==> config.mk <==
export PLATFORM = sky130hd
export DESIGN_NAME = can_request_retry_tracker_core_flat
export DESIGN_NICKNAME = d
export VERILOG_FILES = /design/src/hdl/crt_pkg.sv /design/src/hdl/crt_in_if.sv /design/src/hdl/crt_out_if.sv /design/src/hdl/crt_front.sv /design/src/hdl/crt_back.sv /design/src/hdl/can_request_retry_tracker_core.sv /design/src/flat_wrapper.sv
export SDC_FILE = /design/constraint.sdc
export NUM_CORES = 2
export LEC_CHECK = 0
export BUFFER_PORTS_ARGS = -buffer_cell sky130_fd_sc_hd__buf_4
export CORE_ASPECT_RATIO = 0.5
export CORE_UTILIZATION = 59
export CTS_BUF_LIST = sky130_fd_sc_hd__clkbuf_8
export CTS_CLUSTER_SIZE = 28
export DETAILED_ROUTE_END_ITERATION = 10
export MAX_ROUTING_LAYER = met4
export PLACE_DENSITY = 0.77
export SETUP_SLACK_MARGIN = 0.1
export SLEW_MARGIN = 25
export SYNTH_ARGS = -nofsm -noshare
export SYNTH_HDL_FRONTEND = slang
export SYNTH_HIERARCHICAL = 1
export SYNTH_SLANG_ARGS = --single-unit
==> constraint.sdc <==
create_clock -name clk_i -period 27 [get_ports clk_i]
set_input_delay 5.4 -clock clk_i [delete_from_list [all_inputs] [get_ports clk_i]]
set_output_delay 5.4 -clock clk_i [all_outputs]
set_load 0.05 [all_outputs]
==> src/hdl/crt_pkg.sv <==
// ----------------------------------------------------------------------------
// crt_pkg
// Shared types, codes and helpers of the CAN request retry tracker.
// ----------------------------------------------------------------------------
`timescale 1ns / 1ps

package crt_pkg;

  localparam int unsigned MAX_SLOTS_DEF = 8;
  localparam logic [3:0]  LEN_MAX       = 4'd8;

  typedef enum logic [1:0] {
    OP_REQ  = 2'd0,
    OP_RX   = 2'd1,
    OP_TICK = 2'd2,
    OP_READ = 2'd3
  } op_e;

  typedef enum logic [1:0] {
    OK_STATUS = 2'd0,
    OK_TX     = 2'd1,
    OK_RSP    = 2'd2
  } okind_e;

  typedef enum logic [3:0] {
    ST_SENT      = 4'd0,
    ST_COMPLETE  = 4'd1,
    ST_FULL      = 4'd2,
    ST_BUSY      = 4'd3,
    ST_SEND_FAIL = 4'd4,
    ST_ACCEPTED  = 4'd5,
    ST_IGNORED   = 4'd6,
    ST_NO_MATCH  = 4'd7,
    ST_READ      = 4'd8,
    ST_NOT_READY = 4'd9,
    ST_TICK_DONE = 4'd10
  } status_e;

  typedef struct packed {
    op_e          op;
    logic         tx_ready;
    logic [28:0]  fid;
    logic [3:0]   len;
    logic [63:0]  data;
    logic [28:0]  rid;
    logic [7:0]   retries;
    logic [15:0]  tmo;
    logic         ow;
    logic [2:0]   sl;
  } cmd_t;

  typedef struct packed {
    logic [28:0]  resp_id;
    logic [15:0]  timeout;
    logic [7:0]   tries;
    logic [31:0]  last_send;
    logic [28:0]  req_id;
    logic [3:0]   req_len;
    logic [63:0]  req_data;
    logic [3:0]   rsp_len;
    logic [63:0]  rsp_data;
    logic         done;
  } slot_t;

  typedef struct packed {
    okind_e       kind;
    status_e      status;
    logic [2:0]   slot;
    logic [28:0]  id;
    logic [3:0]   len;
    logic [63:0]  data;
    logic         last;
  } res_t;

  function automatic res_t mk_res(okind_e k, status_e s, logic [2:0] idx, logic [28:0] id,
                                  logic [3:0] len, logic [63:0] data, logic last);
    res_t r;
    r.kind   = k;
    r.status = s;
    r.slot   = idx;
    r.id     = id;
    r.len    = len;
    r.data   = data;
    r.last   = last;
    return r;
  endfunction

endpackage

==> src/hdl/crt_in_if.sv <==
// ----------------------------------------------------------------------------
// crt_in_if
// Request channel of the tracker: valid/ready with the input item fields.
// ----------------------------------------------------------------------------
`timescale 1ns / 1ps

interface crt_in_if;
  logic        valid;
  logic        ready;
  logic [1:0]  kind;
  logic        tx_ready;
  logic [28:0] frame_id;
  logic [3:0]  frame_len;
  logic [63:0] frame_data;
  logic [28:0] response_id;
  logic [7:0]  retries;
  logic [15:0] timeout_ms;
  logic        overwrite;
  logic [2:0]  slot;

  modport source (output valid, kind, tx_ready, frame_id, frame_len, frame_data,
                  response_id, retries, timeout_ms, overwrite, slot, input ready);
  modport sink   (input valid, kind, tx_ready, frame_id, frame_len, frame_data,
                  response_id, retries, timeout_ms, overwrite, slot, output ready);
endinterface

==> src/hdl/crt_out_if.sv <==
// ----------------------------------------------------------------------------
// crt_out_if
// Result channel of the tracker: valid/ready with the result item fields.
// ----------------------------------------------------------------------------
`timescale 1ns / 1ps

interface crt_out_if;
  logic        valid;
  logic        ready;
  logic [1:0]  out_kind;
  logic [3:0]  status;
  logic [2:0]  slot_index;
  logic [28:0] out_id;
  logic [3:0]  out_len;
  logic [63:0] out_data;
  logic        last;

  modport source (output valid, out_kind, status, slot_index, out_id, out_len, out_data,
                  last, input ready);
  modport sink   (input valid, out_kind, status, slot_index, out_id, out_len, out_data,
                  last, output ready);
endinterface

==> src/hdl/crt_front.sv <==
// ----------------------------------------------------------------------------
// crt_front
// Accepts requests, clamps the length and queues commands.
// ----------------------------------------------------------------------------
`timescale 1ns / 1ps

module crt_front import crt_pkg::*; (
  input  logic  clk_i,
  input  logic  rst_ni,
  input  logic  in_valid_i,
  output logic  in_ready_o,
  input  cmd_t  in_cmd_i,
  output logic  cmd_valid_o,
  output cmd_t  cmd_o,
  input  logic  cmd_pop_i
);

  localparam int unsigned QDepth = 2;

  cmd_t       q_q [QDepth];
  logic       wp_q, wp_d, rp_q, rp_d;
  logic [1:0] cnt_q, cnt_d;
  cmd_t       cls;
  logic       push;

  always_comb begin
    cls = in_cmd_i;
    if (in_cmd_i.len > LEN_MAX) begin
      cls.len = LEN_MAX;
    end
  end

  assign in_ready_o  = (cnt_q != 2'(QDepth));
  assign push        = in_valid_i && in_ready_o;
  assign cmd_valid_o = (cnt_q != 2'd0);
  assign cmd_o       = q_q[rp_q];

  always_comb begin
    wp_d  = wp_q;
    rp_d  = rp_q;
    cnt_d = cnt_q;
    if (push) begin
      wp_d = ~wp_q;
    end
    if (cmd_pop_i && cmd_valid_o) begin
      rp_d = ~rp_q;
    end
    cnt_d = cnt_q + 2'(push) - 2'(cmd_pop_i && cmd_valid_o);
  end

  always_ff @(posedge clk_i) begin
    if (push) begin
      q_q[wp_q] <= cls;
    end
  end

  always_ff @(posedge clk_i or negedge rst_ni) begin
    if (!rst_ni) begin
      wp_q  <= 1'b0;
      rp_q  <= 1'b0;
      cnt_q <= 2'd0;
    end else begin
      wp_q  <= wp_d;
      rp_q  <= rp_d;
      cnt_q <= cnt_d;
    end
  end

  a_cnt_bound: assert property (@(posedge clk_i) disable iff (!rst_ni)
    cnt_q <= 2'(QDepth)) else $error("queue overfilled");
  a_push_full: assert property (@(posedge clk_i) disable iff (!rst_ni)
    (cnt_q == 2'(QDepth)) |-> !push) else $error("push into full queue");
  a_cnt_step: assert property (@(posedge clk_i) disable iff (!rst_ni)
    (push && !cmd_pop_i) |=> cnt_q == $past(cnt_q) + 2'd1) else $error("count lost push");

endmodule

==> src/hdl/crt_back.sv <==
// ----------------------------------------------------------------------------
// crt_back
// Slot table sequencer: search, update, sweep and compaction, one slot a cycle while the output is not stalled.
// ----------------------------------------------------------------------------
`timescale 1ns / 1ps

module crt_back import crt_pkg::*; #(
  parameter int unsigned MaxSlots = MAX_SLOTS_DEF
) (
  input  logic  clk_i,
  input  logic  rst_ni,
  input  logic  cmd_valid_i,
  input  cmd_t  cmd_i,
  output logic  cmd_pop_o,
  output logic  res_valid_o,
  output res_t  res_o,
  input  logic  res_ready_i
);

  localparam int unsigned CW = $clog2(MaxSlots + 1);
  localparam int unsigned IW = (MaxSlots > 1) ? $clog2(MaxSlots) : 1;

  typedef enum logic [6:0] {
    S_IDLE   = 7'b0000001,
    S_SEARCH = 7'b0000010,
    S_DECIDE = 7'b0000100,
    S_BUSY   = 7'b0001000,
    S_SHIFT  = 7'b0010000,
    S_READ   = 7'b0100000,
    S_SWEEP  = 7'b1000000
  } state_e;

  state_e          state_q, state_d, ret_q, ret_d;
  cmd_t            cmd_q;
  slot_t           slots_q [MaxSlots];
  logic [CW-1:0]   count_q, count_d, p_q, p_d, w_q, w_d, f_q, f_d, rd_idx, wr_idx, p1;
  logic            found_q, found_d;
  logic [31:0]     now_q, now_d;
  res_t            res_q, res_n;
  logic            res_valid_q, emit, can_emit, wr_en, due;
  slot_t           rd_s, wr_s, ns;
  logic [28:0]     key;

  assign can_emit    = !res_valid_q || res_ready_i;
  assign res_valid_o = res_valid_q;
  assign res_o       = res_q;
  assign rd_s        = slots_q[rd_idx[IW-1:0]];
  assign due         = now_q > (rd_s.last_send + 32'(rd_s.timeout));
  assign p1          = p_q + CW'(1);
  assign key         = (cmd_q.op == OP_REQ) ? cmd_q.rid : cmd_q.fid;

  always_comb begin
    ns.resp_id   = cmd_q.rid;
    ns.timeout   = cmd_q.tmo;
    ns.tries     = cmd_q.retries;
    ns.last_send = cmd_q.tx_ready ? now_q : 32'd0;
    ns.req_id    = cmd_q.fid;
    ns.req_len   = cmd_q.len;
    ns.req_data  = cmd_q.data;
    ns.rsp_len   = 4'd0;
    ns.rsp_data  = 64'd0;
    ns.done      = 1'b0;
  end

  always_comb begin
    state_d   = state_q;
    ret_d     = ret_q;
    count_d   = count_q;
    now_d     = now_q;
    p_d       = p_q;
    w_d       = w_q;
    f_d       = f_q;
    found_d   = found_q;
    rd_idx    = p_q;
    wr_en     = 1'b0;
    wr_idx    = p_q;
    wr_s      = rd_s;
    emit      = 1'b0;
    res_n     = '0;
    cmd_pop_o = 1'b0;
    case (state_q)
      S_IDLE: begin
        if (cmd_valid_i) begin
          cmd_pop_o = 1'b1;
          p_d       = '0;
          w_d       = '0;
          case (cmd_i.op)
            OP_REQ, OP_RX: state_d = S_SEARCH;
            OP_TICK: begin
              now_d   = now_q + 32'd1;
              state_d = S_SWEEP;
            end
            default: state_d = S_READ;
          endcase
        end
      end
      S_SEARCH: begin
        if (p_q < count_q) begin
          if (rd_s.resp_id == key) begin
            found_d = 1'b1;
            f_d     = p_q;
            state_d = S_DECIDE;
          end else begin
            p_d = p1;
          end
        end else begin
          found_d = 1'b0;
          state_d = S_DECIDE;
        end
      end
      S_DECIDE: begin
        rd_idx = f_q;
        if (can_emit) begin
          state_d = S_IDLE;
          if (cmd_q.op == OP_REQ) begin
            if (!found_q && count_q == CW'(MaxSlots)) begin
              emit  = 1'b1;
              res_n = mk_res(OK_STATUS, ST_FULL, 3'd0, '0, '0, '0, 1'b1);
            end else if (!found_q || cmd_q.ow) begin
              wr_en  = 1'b1;
              wr_idx = found_q ? f_q : count_q;
              wr_s   = ns;
              if (!found_q) begin
                count_d = count_q + CW'(1);
              end
              emit = 1'b1;
              if (cmd_q.tx_ready) begin
                res_n = mk_res(OK_TX, ST_SENT, 3'(wr_idx), cmd_q.fid, cmd_q.len,
                               cmd_q.data, 1'b1);
              end else begin
                res_n = mk_res(OK_STATUS, ST_SEND_FAIL, 3'(wr_idx), '0, '0, '0, 1'b1);
              end
            end else if (rd_s.done) begin
              emit  = 1'b1;
              res_n = mk_res(OK_STATUS, ST_COMPLETE, 3'(f_q), '0, '0, '0, 1'b1);
            end else if (rd_s.tries == 8'd0) begin
              p_d     = f_q;
              ret_d   = S_BUSY;
              state_d = S_SHIFT;
            end else begin
              state_d = S_BUSY;
              if (due && cmd_q.tx_ready) begin
                emit            = 1'b1;
                res_n           = mk_res(OK_TX, ST_SENT, 3'(f_q), rd_s.req_id, rd_s.req_len,
                                         rd_s.req_data, 1'b0);
                wr_en           = 1'b1;
                wr_idx          = f_q;
                wr_s.tries      = rd_s.tries - 8'd1;
                wr_s.last_send  = now_q;
              end
            end
          end else begin
            emit = 1'b1;
            if (!found_q) begin
              res_n = mk_res(OK_STATUS, ST_NO_MATCH, 3'd0, '0, '0, '0, 1'b1);
            end else if (rd_s.done) begin
              res_n = mk_res(OK_STATUS, ST_IGNORED, 3'(f_q), '0, '0, '0, 1'b1);
            end else begin
              res_n         = mk_res(OK_RSP, ST_ACCEPTED, 3'(f_q), cmd_q.fid, cmd_q.len,
                                     cmd_q.data, 1'b1);
              wr_en         = 1'b1;
              wr_idx        = f_q;
              wr_s.done     = 1'b1;
              wr_s.rsp_len  = cmd_q.len;
              wr_s.rsp_data = cmd_q.data;
            end
          end
        end
      end
      S_BUSY: begin
        if (can_emit) begin
          emit    = 1'b1;
          res_n   = mk_res(OK_STATUS, ST_BUSY, 3'(f_q), '0, '0, '0, 1'b1);
          state_d = S_IDLE;
        end
      end
      S_SHIFT: begin
        rd_idx = p1;
        if (p1 < count_q) begin
          wr_en  = 1'b1;
          wr_idx = p_q;
          wr_s   = rd_s;
          p_d    = p1;
        end else begin
          count_d = count_q - CW'(1);
          state_d = ret_q;
        end
      end
      S_READ: begin
        rd_idx = CW'(cmd_q.sl);
        if (can_emit) begin
          emit = 1'b1;
          if ((32'(cmd_q.sl) < 32'(count_q)) && rd_s.done) begin
            res_n   = mk_res(OK_RSP, ST_READ, cmd_q.sl, rd_s.resp_id, rd_s.rsp_len,
                             rd_s.rsp_data, 1'b1);
            p_d     = CW'(cmd_q.sl);
            ret_d   = S_IDLE;
            state_d = S_SHIFT;
          end else begin
            res_n   = mk_res(OK_STATUS, ST_NOT_READY, cmd_q.sl, '0, '0, '0, 1'b1);
            state_d = S_IDLE;
          end
        end
      end
      S_SWEEP: begin
        rd_idx = p_q;
        wr_idx = w_q;
        if (p_q < count_q) begin
          if (rd_s.done) begin
            wr_en = 1'b1;
            w_d   = w_q + CW'(1);
            p_d   = p1;
          end else if (rd_s.tries == 8'd0) begin
            p_d = p1;
          end else if (due && cmd_q.tx_ready) begin
            if (can_emit) begin
              emit           = 1'b1;
              res_n          = mk_res(OK_TX, ST_SENT, 3'(w_q), rd_s.req_id, rd_s.req_len,
                                      rd_s.req_data, 1'b0);
              wr_en          = 1'b1;
              wr_s.tries     = rd_s.tries - 8'd1;
              wr_s.last_send = now_q;
              w_d            = w_q + CW'(1);
              p_d            = p1;
            end
          end else begin
            wr_en = 1'b1;
            w_d   = w_q + CW'(1);
            p_d   = p1;
          end
        end else if (can_emit) begin
          count_d = w_q;
          emit    = 1'b1;
          res_n   = mk_res(OK_STATUS, ST_TICK_DONE, 3'd0, '0, '0, '0, 1'b1);
          state_d = S_IDLE;
        end
      end
      default: state_d = S_IDLE;
    endcase
  end

  always_ff @(posedge clk_i) begin
    if (wr_en) begin
      slots_q[wr_idx[IW-1:0]] <= wr_s;
    end
    if (cmd_pop_o) begin
      cmd_q <= cmd_i;
    end
    if (emit) begin
      res_q <= res_n;
    end
    p_q     <= p_d;
    w_q     <= w_d;
    f_q     <= f_d;
    found_q <= found_d;
  end

  always_ff @(posedge clk_i or negedge rst_ni) begin
    if (!rst_ni) begin
      state_q     <= S_IDLE;
      ret_q       <= S_IDLE;
      count_q     <= '0;
      now_q       <= 32'd0;
      res_valid_q <= 1'b0;
    end else begin
      state_q <= state_d;
      ret_q   <= ret_d;
      count_q <= count_d;
      now_q   <= now_d;
      if (emit) begin
        res_valid_q <= 1'b1;
      end else if (res_ready_i) begin
        res_valid_q <= 1'b0;
      end
    end
  end

  a_count_bound: assert property (@(posedge clk_i) disable iff (!rst_ni)
    count_q <= CW'(MaxSlots)) else $error("slot count above table size");
  a_state_onehot: assert property (@(posedge clk_i) disable iff (!rst_ni)
    $onehot(state_q)) else $error("state not one-hot");
  a_emit_room: assert property (@(posedge clk_i) disable iff (!rst_ni)
    emit |-> can_emit) else $error("result overwritten while stalled");
  a_tick_clock: assert property (@(posedge clk_i) disable iff (!rst_ni)
    (cmd_pop_o && cmd_i.op == OP_TICK) |=> now_q == $past(now_q) + 32'd1)
    else $error("tick did not advance clock");
  a_pop_idle: assert property (@(posedge clk_i) disable iff (!rst_ni)
    cmd_pop_o |-> (state_q == S_IDLE && cmd_valid_i)) else $error("pop outside idle");

endmodule

==> src/hdl/can_request_retry_tracker_core.sv <==
// ----------------------------------------------------------------------------
// can_request_retry_tracker_core
// Tracks outstanding CAN requests with timed resends in a compacting slot table.
// ----------------------------------------------------------------------------
// Usage: items enter on req_i (valid/ready): request, received frame, one
// millisecond tick or response read. Results leave on rsp_o (valid/ready), one
// to nine per item, the final one flagged by last.
// A two-entry command queue parts the input side from the slot sequencer, so
// up to two items are taken while the sequencer is busy.
// Sequence: a request or received frame searches the open slots one by one,
// then decides; a request that reports busy then passes the busy state. A tick
// sweeps the open slots; a read checks the named slot. Removal of a read slot,
// or of an expired one found by a request, then shifts each slot behind it
// down one place. These per-slot steps through the single table read port set
// the rate.
// Reset: slot count and millisecond counter clear, the queue and output empty.
// A stalled receiver holds the registered result; the sequencer waits at the
// next result it has to produce, and the queue fills before req_i.ready drops.
// ----------------------------------------------------------------------------
`timescale 1ns / 1ps

module can_request_retry_tracker_core import crt_pkg::*; #(
  parameter int unsigned MaxSlots = MAX_SLOTS_DEF
) (
  input  logic      clk_i,
  input  logic      rst_ni,
  crt_in_if.sink    req_i,
  crt_out_if.source rsp_o
);

  cmd_t in_cmd, cmd;
  logic cmd_valid, cmd_pop;
  res_t res;

  assign in_cmd.op       = op_e'(req_i.kind);
  assign in_cmd.tx_ready = req_i.tx_ready;
  assign in_cmd.fid      = req_i.frame_id;
  assign in_cmd.len      = req_i.frame_len;
  assign in_cmd.data     = req_i.frame_data;
  assign in_cmd.rid      = req_i.response_id;
  assign in_cmd.retries  = req_i.retries;
  assign in_cmd.tmo      = req_i.timeout_ms;
  assign in_cmd.ow       = req_i.overwrite;
  assign in_cmd.sl       = req_i.slot;

  crt_front u_front (
    .clk_i       (clk_i),
    .rst_ni      (rst_ni),
    .in_valid_i  (req_i.valid),
    .in_ready_o  (req_i.ready),
    .in_cmd_i    (in_cmd),
    .cmd_valid_o (cmd_valid),
    .cmd_o       (cmd),
    .cmd_pop_i   (cmd_pop)
  );

  crt_back #(.MaxSlots(MaxSlots)) u_back (
    .clk_i       (clk_i),
    .rst_ni      (rst_ni),
    .cmd_valid_i (cmd_valid),
    .cmd_i       (cmd),
    .cmd_pop_o   (cmd_pop),
    .res_valid_o (rsp_o.valid),
    .res_o       (res),
    .res_ready_i (rsp_o.ready)
  );

  assign rsp_o.out_kind   = res.kind;
  assign rsp_o.status     = res.status;
  assign rsp_o.slot_index = res.slot;
  assign rsp_o.out_id     = res.id;
  assign rsp_o.out_len    = res.len;
  assign rsp_o.out_data   = res.data;
  assign rsp_o.last       = res.last;

endmodule

==> src/flat_wrapper.sv <==
// flat-port wrapper written by rule: the top's interface ports become plain ports
module can_request_retry_tracker_core_flat import crt_pkg::*;
#(
  parameter int unsigned MaxSlots = MAX_SLOTS_DEF
)
  (clk_i, rst_ni, req_i_valid, req_i_kind, req_i_tx_ready, req_i_frame_id, req_i_frame_len, req_i_frame_data, req_i_response_id, req_i_retries, req_i_timeout_ms, req_i_overwrite, req_i_slot, req_i_ready, rsp_o_valid, rsp_o_out_kind, rsp_o_status, rsp_o_slot_index, rsp_o_out_id, rsp_o_out_len, rsp_o_out_data, rsp_o_last, rsp_o_ready);
  crt_in_if req_i_i ();
  crt_out_if rsp_o_i ();
  input  logic clk_i;
  input  logic rst_ni;
  input wire logic [$bits(req_i_i.valid)-1:0] req_i_valid;
  input wire logic [$bits(req_i_i.kind)-1:0] req_i_kind;
  input wire logic [$bits(req_i_i.tx_ready)-1:0] req_i_tx_ready;
  input wire logic [$bits(req_i_i.frame_id)-1:0] req_i_frame_id;
  input wire logic [$bits(req_i_i.frame_len)-1:0] req_i_frame_len;
  input wire logic [$bits(req_i_i.frame_data)-1:0] req_i_frame_data;
  input wire logic [$bits(req_i_i.response_id)-1:0] req_i_response_id;
  input wire logic [$bits(req_i_i.retries)-1:0] req_i_retries;
  input wire logic [$bits(req_i_i.timeout_ms)-1:0] req_i_timeout_ms;
  input wire logic [$bits(req_i_i.overwrite)-1:0] req_i_overwrite;
  input wire logic [$bits(req_i_i.slot)-1:0] req_i_slot;
  output wire logic [$bits(req_i_i.ready)-1:0] req_i_ready;
  output wire logic [$bits(rsp_o_i.valid)-1:0] rsp_o_valid;
  output wire logic [$bits(rsp_o_i.out_kind)-1:0] rsp_o_out_kind;
  output wire logic [$bits(rsp_o_i.status)-1:0] rsp_o_status;
  output wire logic [$bits(rsp_o_i.slot_index)-1:0] rsp_o_slot_index;
  output wire logic [$bits(rsp_o_i.out_id)-1:0] rsp_o_out_id;
  output wire logic [$bits(rsp_o_i.out_len)-1:0] rsp_o_out_len;
  output wire logic [$bits(rsp_o_i.out_data)-1:0] rsp_o_out_data;
  output wire logic [$bits(rsp_o_i.last)-1:0] rsp_o_last;
  input wire logic [$bits(rsp_o_i.ready)-1:0] rsp_o_ready;
  assign req_i_i.valid = req_i_valid;
  assign req_i_i.kind = req_i_kind;
  assign req_i_i.tx_ready = req_i_tx_ready;
  assign req_i_i.frame_id = req_i_frame_id;
  assign req_i_i.frame_len = req_i_frame_len;
  assign req_i_i.frame_data = req_i_frame_data;
  assign req_i_i.response_id = req_i_response_id;
  assign req_i_i.retries = req_i_retries;
  assign req_i_i.timeout_ms = req_i_timeout_ms;
  assign req_i_i.overwrite = req_i_overwrite;
  assign req_i_i.slot = req_i_slot;
  assign req_i_ready = req_i_i.ready;
  assign rsp_o_valid = rsp_o_i.valid;
  assign rsp_o_out_kind = rsp_o_i.out_kind;
  assign rsp_o_status = rsp_o_i.status;
  assign rsp_o_slot_index = rsp_o_i.slot_index;
  assign rsp_o_out_id = rsp_o_i.out_id;
  assign rsp_o_out_len = rsp_o_i.out_len;
  assign rsp_o_out_data = rsp_o_i.out_data;
  assign rsp_o_last = rsp_o_i.last;
  assign rsp_o_i.ready = rsp_o_ready;
  can_request_retry_tracker_core #(.MaxSlots(MaxSlots)) u_core (.clk_i(clk_i), .rst_ni(rst_ni), .req_i(req_i_i), .rsp_o(rsp_o_i));
endmodule
# Yosys cells after proc, flatten, opt, wreduce, memory -nomap -nowiden
# Memories as Yosys holds them, arrays and structs flattened.
# Cells that the tools add are included.
dict set report word_totals {
  reg_bits 332
  rom_bits 0
  mem_bits_rw 2322
  mem_count 2
  output_inout_bits 109
  latch_bits 0
  elab_cells 258
}
dict set report classes {
  eq_ne 35
  n_reduce_logical 28
  bitwise 2
  div_mod_pow 0
  addsub 9
  multipliers 0
  shifts 0
  n_lt_le_gt_ge 5
  muxes 148
}
# name depth width read_ports rd_ports_with_merged_regs wr line
set mem_list {}
lappend mem_list {u_core.u_back.slots_q 8 251 1 0 1 crt_back.sv:35} ;# slot_t slots_q [MaxSlots];
lappend mem_list {u_core.u_front.q_q 2 157 1 0 1 crt_front.sv:20} ;# cmd_t q_q [QDepth];
# cell count
set op_table {}
lappend op_table {{107-bit two-way mux} 9}
lappend op_table {{106-bit two-way mux} 8}
lappend op_table {{251-bit two-way mux} 2}
lappend op_table {{107-bit one-hot mux with 4 select lines} 1}
lappend op_table {{40-bit two-way mux} 9}
lappend op_table {{166-bit two-way mux} 2}
lappend op_table {{69-bit two-way mux} 3}
lappend op_table {{182-bit two-way mux} 1}
lappend op_table {{4-bit two-way mux} 31}
lappend op_table {{7-bit two-way mux} 16}
lappend op_table {{105-bit two-way mux} 1}
lappend op_table {{103-bit two-way mux} 1}
lappend op_table {{45-bit two-way mux} 2}
lappend op_table {{40-bit one-hot mux with 2 select lines} 1}
lappend op_table {{7-bit one-hot mux with 7 select lines} 1}
lappend op_table {{2-bit inequality test (second input constant)} 19}
lappend op_table {{1-bit two-way mux} 33}
lappend op_table {{32-bit by 1-bit adder with 32-bit output (second input constant)} 1}
lappend op_table {{32-bit by 16-bit adder with 32-bit output} 1}
lappend op_table {{32-bit > comparator} 1}
lappend op_table {{32-bit two-way mux} 1}
lappend op_table {{3-bit two-way mux} 10}
lappend op_table {{5-bit two-way mux} 6}
lappend op_table {{29-bit == test} 1}
lappend op_table {{46 further kinds} 66}

# Longest topological paths before layout
# An unclocked memory read counts as a cell.
dict set report depth {
  ltp_word 16
  ltp_mapped 45
  depth_no_buf 33
}

# Cells and area by module
# The synthesis kept the hierarchy.
# module n_inst cells_each seq_area_each_um2 area_each_um2
set modules_own_cells {}
lappend modules_own_cells {crt_back 1 8157 69769.4 98530.7}
lappend modules_own_cells {crt_front 1 515 9529.1 12005.3}

# Worst setup path before layout
# OpenSTA, ideal clock, no wires.
dict set report synth_timing {
  path_kind {reg-to-reg}
  startpoint {register u_core.u_back.state_q[6]}
  endpoint {memory u_core/u_back/slots_q[2][0] in the netlist's numbering (enable)}
  setup_ns 1.222
  t_arrival_ns 26.361
  stages_incl_launch_ff 41
  n_path_buf 8
  path_slack_ns -0.583
  required_time_ns 25.778
  cell_sequence {dfrtp_1 or4_1 clkbuf_1 a211o_1 a22oi_1 buf_4 buf_2 buf_2 buf_2 clkbuf_1 buf_2 buf_1 nand3_1 nand3_1 o21ai_0 ha_1 fa_1 a21o_1 [5 not listed] a211oi_1 o31ai_1 a31oi_1 nor2_1 xnor2_1 ha_1 and4_1 nand3_1 or2_2 o22ai_1 o31a_1 o221ai_1 nor2_4 o31ai_2 a21oi_1 o31a_1 o211ai_1 nor3b_1}
}
dict set report synth_between {
  elab_chain_cells 16
  word_cells_on_any_way 36
  cone_classes {1 x add/sub; 1 x order compare; 4 x eq/ne; 27 x mux; 2 x reduce/logical; 1 x memory}
}
# item line
set synth_lines {}
lappend synth_lines {{from (decl)} crt_back.sv:33} ;# state_e state_q, state_d, ret_q, ret_d;
lappend synth_lines {{from (signal assigned)} crt_back.sv:266} ;# state_q <= state_d;
lappend synth_lines {{7-bit by 6-bit == test with 1-bit output (tied with other cells)} crt_back.sv:81} ;# case (state_q)
lappend synth_lines {{3-bit one-hot mux with 3 select lines} crt_back.sv:81}
lappend synth_lines {{memory read 8 x 251 bit} n/a}
lappend synth_lines {{32-bit by 16-bit adder with 32-bit output} crt_back.sv:48} ;# assign due = now_q > (rd_s.last_send + 32'(rd_s.timeout));
lappend synth_lines {{32-bit > comparator} crt_back.sv:48}
lappend synth_lines {{1-bit logical AND} {crt_back.sv:142, crt_back.sv:215}}
lappend synth_lines {{1-bit two-way mux} crt_back.sv:142} ;# if (due && cmd_q.tx_ready) begin
lappend synth_lines {{1-bit two-way mux} crt_back.sv:136} ;# end else if (rd_s.tries == 8'd0) begin
lappend synth_lines {{1-bit two-way mux} crt_back.sv:133} ;# end else if (rd_s.done) begin
lappend synth_lines {{1-bit two-way mux} crt_back.sv:119} ;# end else if (!found_q || cmd_q.ow) begin
lappend synth_lines {{1-bit two-way mux} crt_back.sv:116} ;# if (!found_q && count_q == CW'(MaxSlots)) begin
lappend synth_lines {{1-bit two-way mux} crt_back.sv:115} ;# if (cmd_q.op == OP_REQ) begin
lappend synth_lines {{1-bit two-way mux} crt_back.sv:113} ;# if (can_emit) begin
lappend synth_lines {{1-bit one-hot mux with 3 select lines} crt_back.sv:81}
lappend synth_lines {{1-bit two-way mux} crt_back.sv:243} ;# if (wr_en) begin
lappend synth_lines {{1-bit two-way mux (implied by the code)} crt_back.sv:244} ;# slots_q[wr_idx[IW-1:0]] <= wr_s;
lappend synth_lines {{to (decl)} crt_back.sv:35}
# Several ways; a longest one is shown, not always the timed one.

# Worst setup path after layout
dict set report layout_timing {
  startpoint {register u_core.u_back.state_q[2]}
  endpoint {memory u_core/u_back/slots_q[6][100] in the netlist's numbering (enable)}
}
# Same word-level chain as after synthesis.

==> results.py <==
metrics = {
    "outcome": {
        "status": "finished, violations left",
        "violations": "DRC",
    },
    "critical_path": {
        "cp_slowest_cell": "buf_4",
        "worstPathRequired_ps": 27530,
        "path_class": "register to register",
        "endpoint_kind": "register",
        "arrival_ps": 13320,
        "start_kind": "register",
        "crit_start": "u_core/u_back/state_q[2]$_DFFE_PN0P_",
        "cp_common_cell": "buf_4",
        "crit_fanout": 65,
        "timing.rr.start": "u_core/u_back/state_q[2]$_DFFE_PN0P_",
        "worst-path-stages": 34,
        "path_buf_inv": 5,
        "critPathTopFamily": "compound AO/OA/AOI/OAI gates",
        "slowest_delay_ps": 960,
        "r2r_cells": 34,
    },
    "synth": {
        "syn_area_um2": 110500,
        "ys.flop_type": "edfxtp_1",
        "yosysUniqueCellTypes": 92,
        "synth_edf_count": 2599,
        "yosysWarningCount": 6,
        "async_reset_ff_share_pct": 1.888,
        "avgSynthCellArea_um2": 12.75,
        "synth_nets": 8898,
        "synth_seq_area_share_pct": 71.74,
        "syn_inst": 8672,
        "synth-seq-cells": 2649,
    },
    "layout": {
        "final-seq-area_um2": 79300,
        "num-fill-cells": 12930,
        "drive_gt1_share_pct": 11.37,
        "multi_input_area_um2": 28960,
        "area_growth_pct": 9.462,
        "fin_area_um2": 121000,
        "nNetsFinal": 9120,
    },
    "route": {
        "wl_per_cell_um": 24.61,
        "ant_nets": 0,
        "drc": 9,
        "firstDrtPassIters": 11,
        "vias_per_cell": 6.278,
        "wl_met2_um": 130600,
        "wl_met1_um": 114000,
        "met3_length_um": 31740,
        "drt_iter0_drc": 11370,
        "top_layer": "met4",
        "vias": 73140,
        "routed_wl_um": 286700,
    },
    "die": {
        "rows": 111,
        "io_pins": 270,
        "core_um2": 184600,
        "die_w_um": 614.1,
        "dieHeight_um": 308.1,
        "die_area_um2": 189200,
        "initial_core_util_pct": 59.89,
    },
    "power_and_ir_drop": {
        "p_int_w": 0.009844,
        "pwr-share-clk_pct": 16.1,
        "total_power_w": 0.01711,
        "comb_power_share_pct": 44.5,
        "p_per_area_nw_per_um2": 141.4,
        "power_switching_w": 0.007270,
        "p_leak_nw": 43.69,
        "ir_worst_vdd_v": 0.0001563,
        "sw_frac_of_total_pct": 42.48,
        "power_frac_seq_pct": 39.4,
    },
    "global_route": {
        "grt_usage_pct": 30.61,
        "grt_first_pass_wirelength_um": 428100,
        "grt_max_degree": 202,
        "antenna_found_initial": 7,
        "grt_pass1_vias": 70960,
        "overflow": 0,
    },
    "place": {
        "place_worst_setup_slack_ps": 14320,
        "place.gp.congestion": 0.9395,
        "dp_hpwl_um": 157100,
        "postPlaceCellArea_um2": 114800,
        "portBuffers": 269,
    },
    "sta": {
        "fin_crit_ps": 12800,
        "slew_viol_final": 0,
        "slew_headroom_pct": 24.08,
        "fmax_mhz": 78.14,
        "worstMarginPinSlew_ps": 1139,
        "fin_ws_ps": 14200,
        "finalSetupViolCount": 0,
        "finalHoldViolations": 0,
        "fin_crit_sh_pct": 47.40,
        "fin_skew_ps": 92.55,
        "rsz0062_at_grt": "no",
        "hold_ws_ps": 507.0,
        "setup_tns_ps": 0,
    },
    "clock_tree": {
        "clk_pin_slew_ps": 70,
        "cts_resized": 0,
        "cts_max_path_buffers": 4,
        "clkSinkCount": 2649,
        "htreeDepth": 5,
        "post_cts_buffers": 0,
        "cts_buffers": 359,
        "cts_tree": "yes",
        "hold_buffers": 0,
        "clk_latency_ps": 990,
        "cts_root_buf": "clkbuf_8",
    },
    "hold_path": {
        "hold_depth": 1,
        "min_from": "u_core/u_back/ret_q[3]$_DFFE_PN0P_",
        "hp-class": "register to register",
    },
    "flow_run": {
        "max_cap_violations": 0,
    },
}
-- path summary, 6_finish.rpt --
check | endpoint | slack [ps]
max | u_core/u_back/slots_q[6][100]$_DFFE_PP_ | 14200
min | u_core/u_back/ret_q[3]$_DFFE_PN0P_ | 510
max reg2reg | u_core/u_back/slots_q[6][100]$_DFFE_PP_ | 14200
min reg2reg | u_core/u_back/ret_q[3]$_DFFE_PN0P_ | 510
max in group asynchronous | u_core/u_front/rp_q$_DFFE_PN0P_ | 21760
min in group asynchronous | u_core/u_front/cnt_q[0]$_DFF_PN0_ | 4540
-- worst register-to-register path, delay by kind of cell, from the launching register on --
family / cells / cell delay [ps]
compound gates: 16 / 4360
buf+inv: 5 / 3510
simple gates: 10 / 2900
flops: 1 / 780
fa+ha+maj: 2 / 570
xor+xnor: 1 / 170
-- synthesized netlist by cell type, types with 14 or more instances --
library cell | instances | share of area, %
a211oi_1 | 20 | 0.14
buf_1 | 50 | 0.17
o211ai_1 | 72 | 0.49
nor2b_1 | 14 | 0.079
nand2b_1 | 16 | 0.091
ha_1 | 63 | 0.71
a21oi_1 | 148 | 0.67
nand3_1 | 1081 | 4.9
o21ai_0 | 388 | 1.8
mux2_4 | 101 | 1.4
xnor2_1 | 58 | 0.46
clkbuf_1 | 353 | 1.2
buf_2 | 103 | 0.47
nor2_1 | 543 | 1.8
nand2_1 | 2091 | 7.1
a22o_1 | 30 | 0.24
o221ai_1 | 23 | 0.18
or3_1 | 21 | 0.12
a21o_1 | 19 | 0.13
o22ai_1 | 14 | 0.079
a31oi_1 | 30 | 0.17
and3_1 | 25 | 0.14
inv_1 | 36 | 0.12
xor2_1 | 40 | 0.32
buf_6 | 21 | 0.21
dfrtp_1 | 48 | 1.1
a22oi_1 | 197 | 1.3
edfxtp_1 | 2599 | 71
mux2i_1 | 135 | 1.2
mux2_2 | 64 | 0.65
nand4_1 | 16 | 0.091
nor3_1 | 51 | 0.23
-- sequential cells by signal (all words and copies together) (netlist names), 7 cells and up --
| signal | flops |
|---|---|
| u_core/u_back/cmd_q | 157 |
| u_core/u_back/now_q | 32 |
| u_core/u_back/state_q | 7 |
| u_core/u_front/q_q | 314 |
| u_core/u_back/slots_q | 2008 |
| u_core/u_back/res_o | 107 |
-- power groups by stage --
stage / clock [W] / combinational (W) / sequential (W)
floorplan: 0 / 0.00519 / 0.00684
global placement: 0 / 0.00720 / 0.00681
detailed placement: 0 / 0.00743 / 0.00682
CTS: 0.00278 / 0.00746 / 0.00674
global route: 0.00295 / 0.00829 / 0.00677
finish: 0.00275 / 0.00762 / 0.00674
-- logic make-up (layout without fill, tap and decap cells) --
kind of cell	count (synthesis)	in the layout	synth area share, %
simple gates	3928	3928	15.08
xor+xnor	98	98	0.7765
compound gates	1053	1053	6.115
mux	301	301	3.257
buf+inv	578	1062	2.287
fa+ha+maj	65	65	0.7493
other cells	0	8	0
flops	2649	2649	71.74
-- layout by cell type (no fill, tap or decap), drive strengths merged, types with 20 or more instances in the layout --
master,instances
o21ai,394
clkbuf,369
ha,63
a22o,30
edfxtp,2599
inv,180
o211ai,73
nor2,545
nand2,2091
xnor2,58
mux2,166
a211oi,20
a21oi,149
a31oi,32
nor3,52
or3,21
nand3,1082
and3,25
a22oi,197
xor2,40
mux2i,135
buf,403
dfrtp,48
o221ai,24
clkinv,99
-- through the flow --
step,cells,utilization (%)
floorplan,8672,-
global placement,11020,62.17
detailed placement,11020,62.18
CTS,11640,65.52
global route,11650,65.55
finish,11650,65.55
-- area by class of cell --
| class | instances | share of cell area (%) |
|---|---|---|
| diodes | 8 | 0.01655 |
| multi-input cells | 5445 | 23.94 |
| inverters | 36 | 0.1179 |
| clock buffers | 369 | 4.197 |
| well taps | 2486 | 2.571 |
| flip-flops and latches | 2649 | 65.54 |
| repair buffers | 403 | 2.720 |
| clock inverters | 254 | 0.9007 |
-- layer usage --
layer	global-route usage, %	vias up
li1	-	32140
met1	42.43	35590
met2	45.88	4745
met3	5.258	665
met4	11.77	0
met5	-	-
Note: power is estimated with default switching activity, not from simulation.
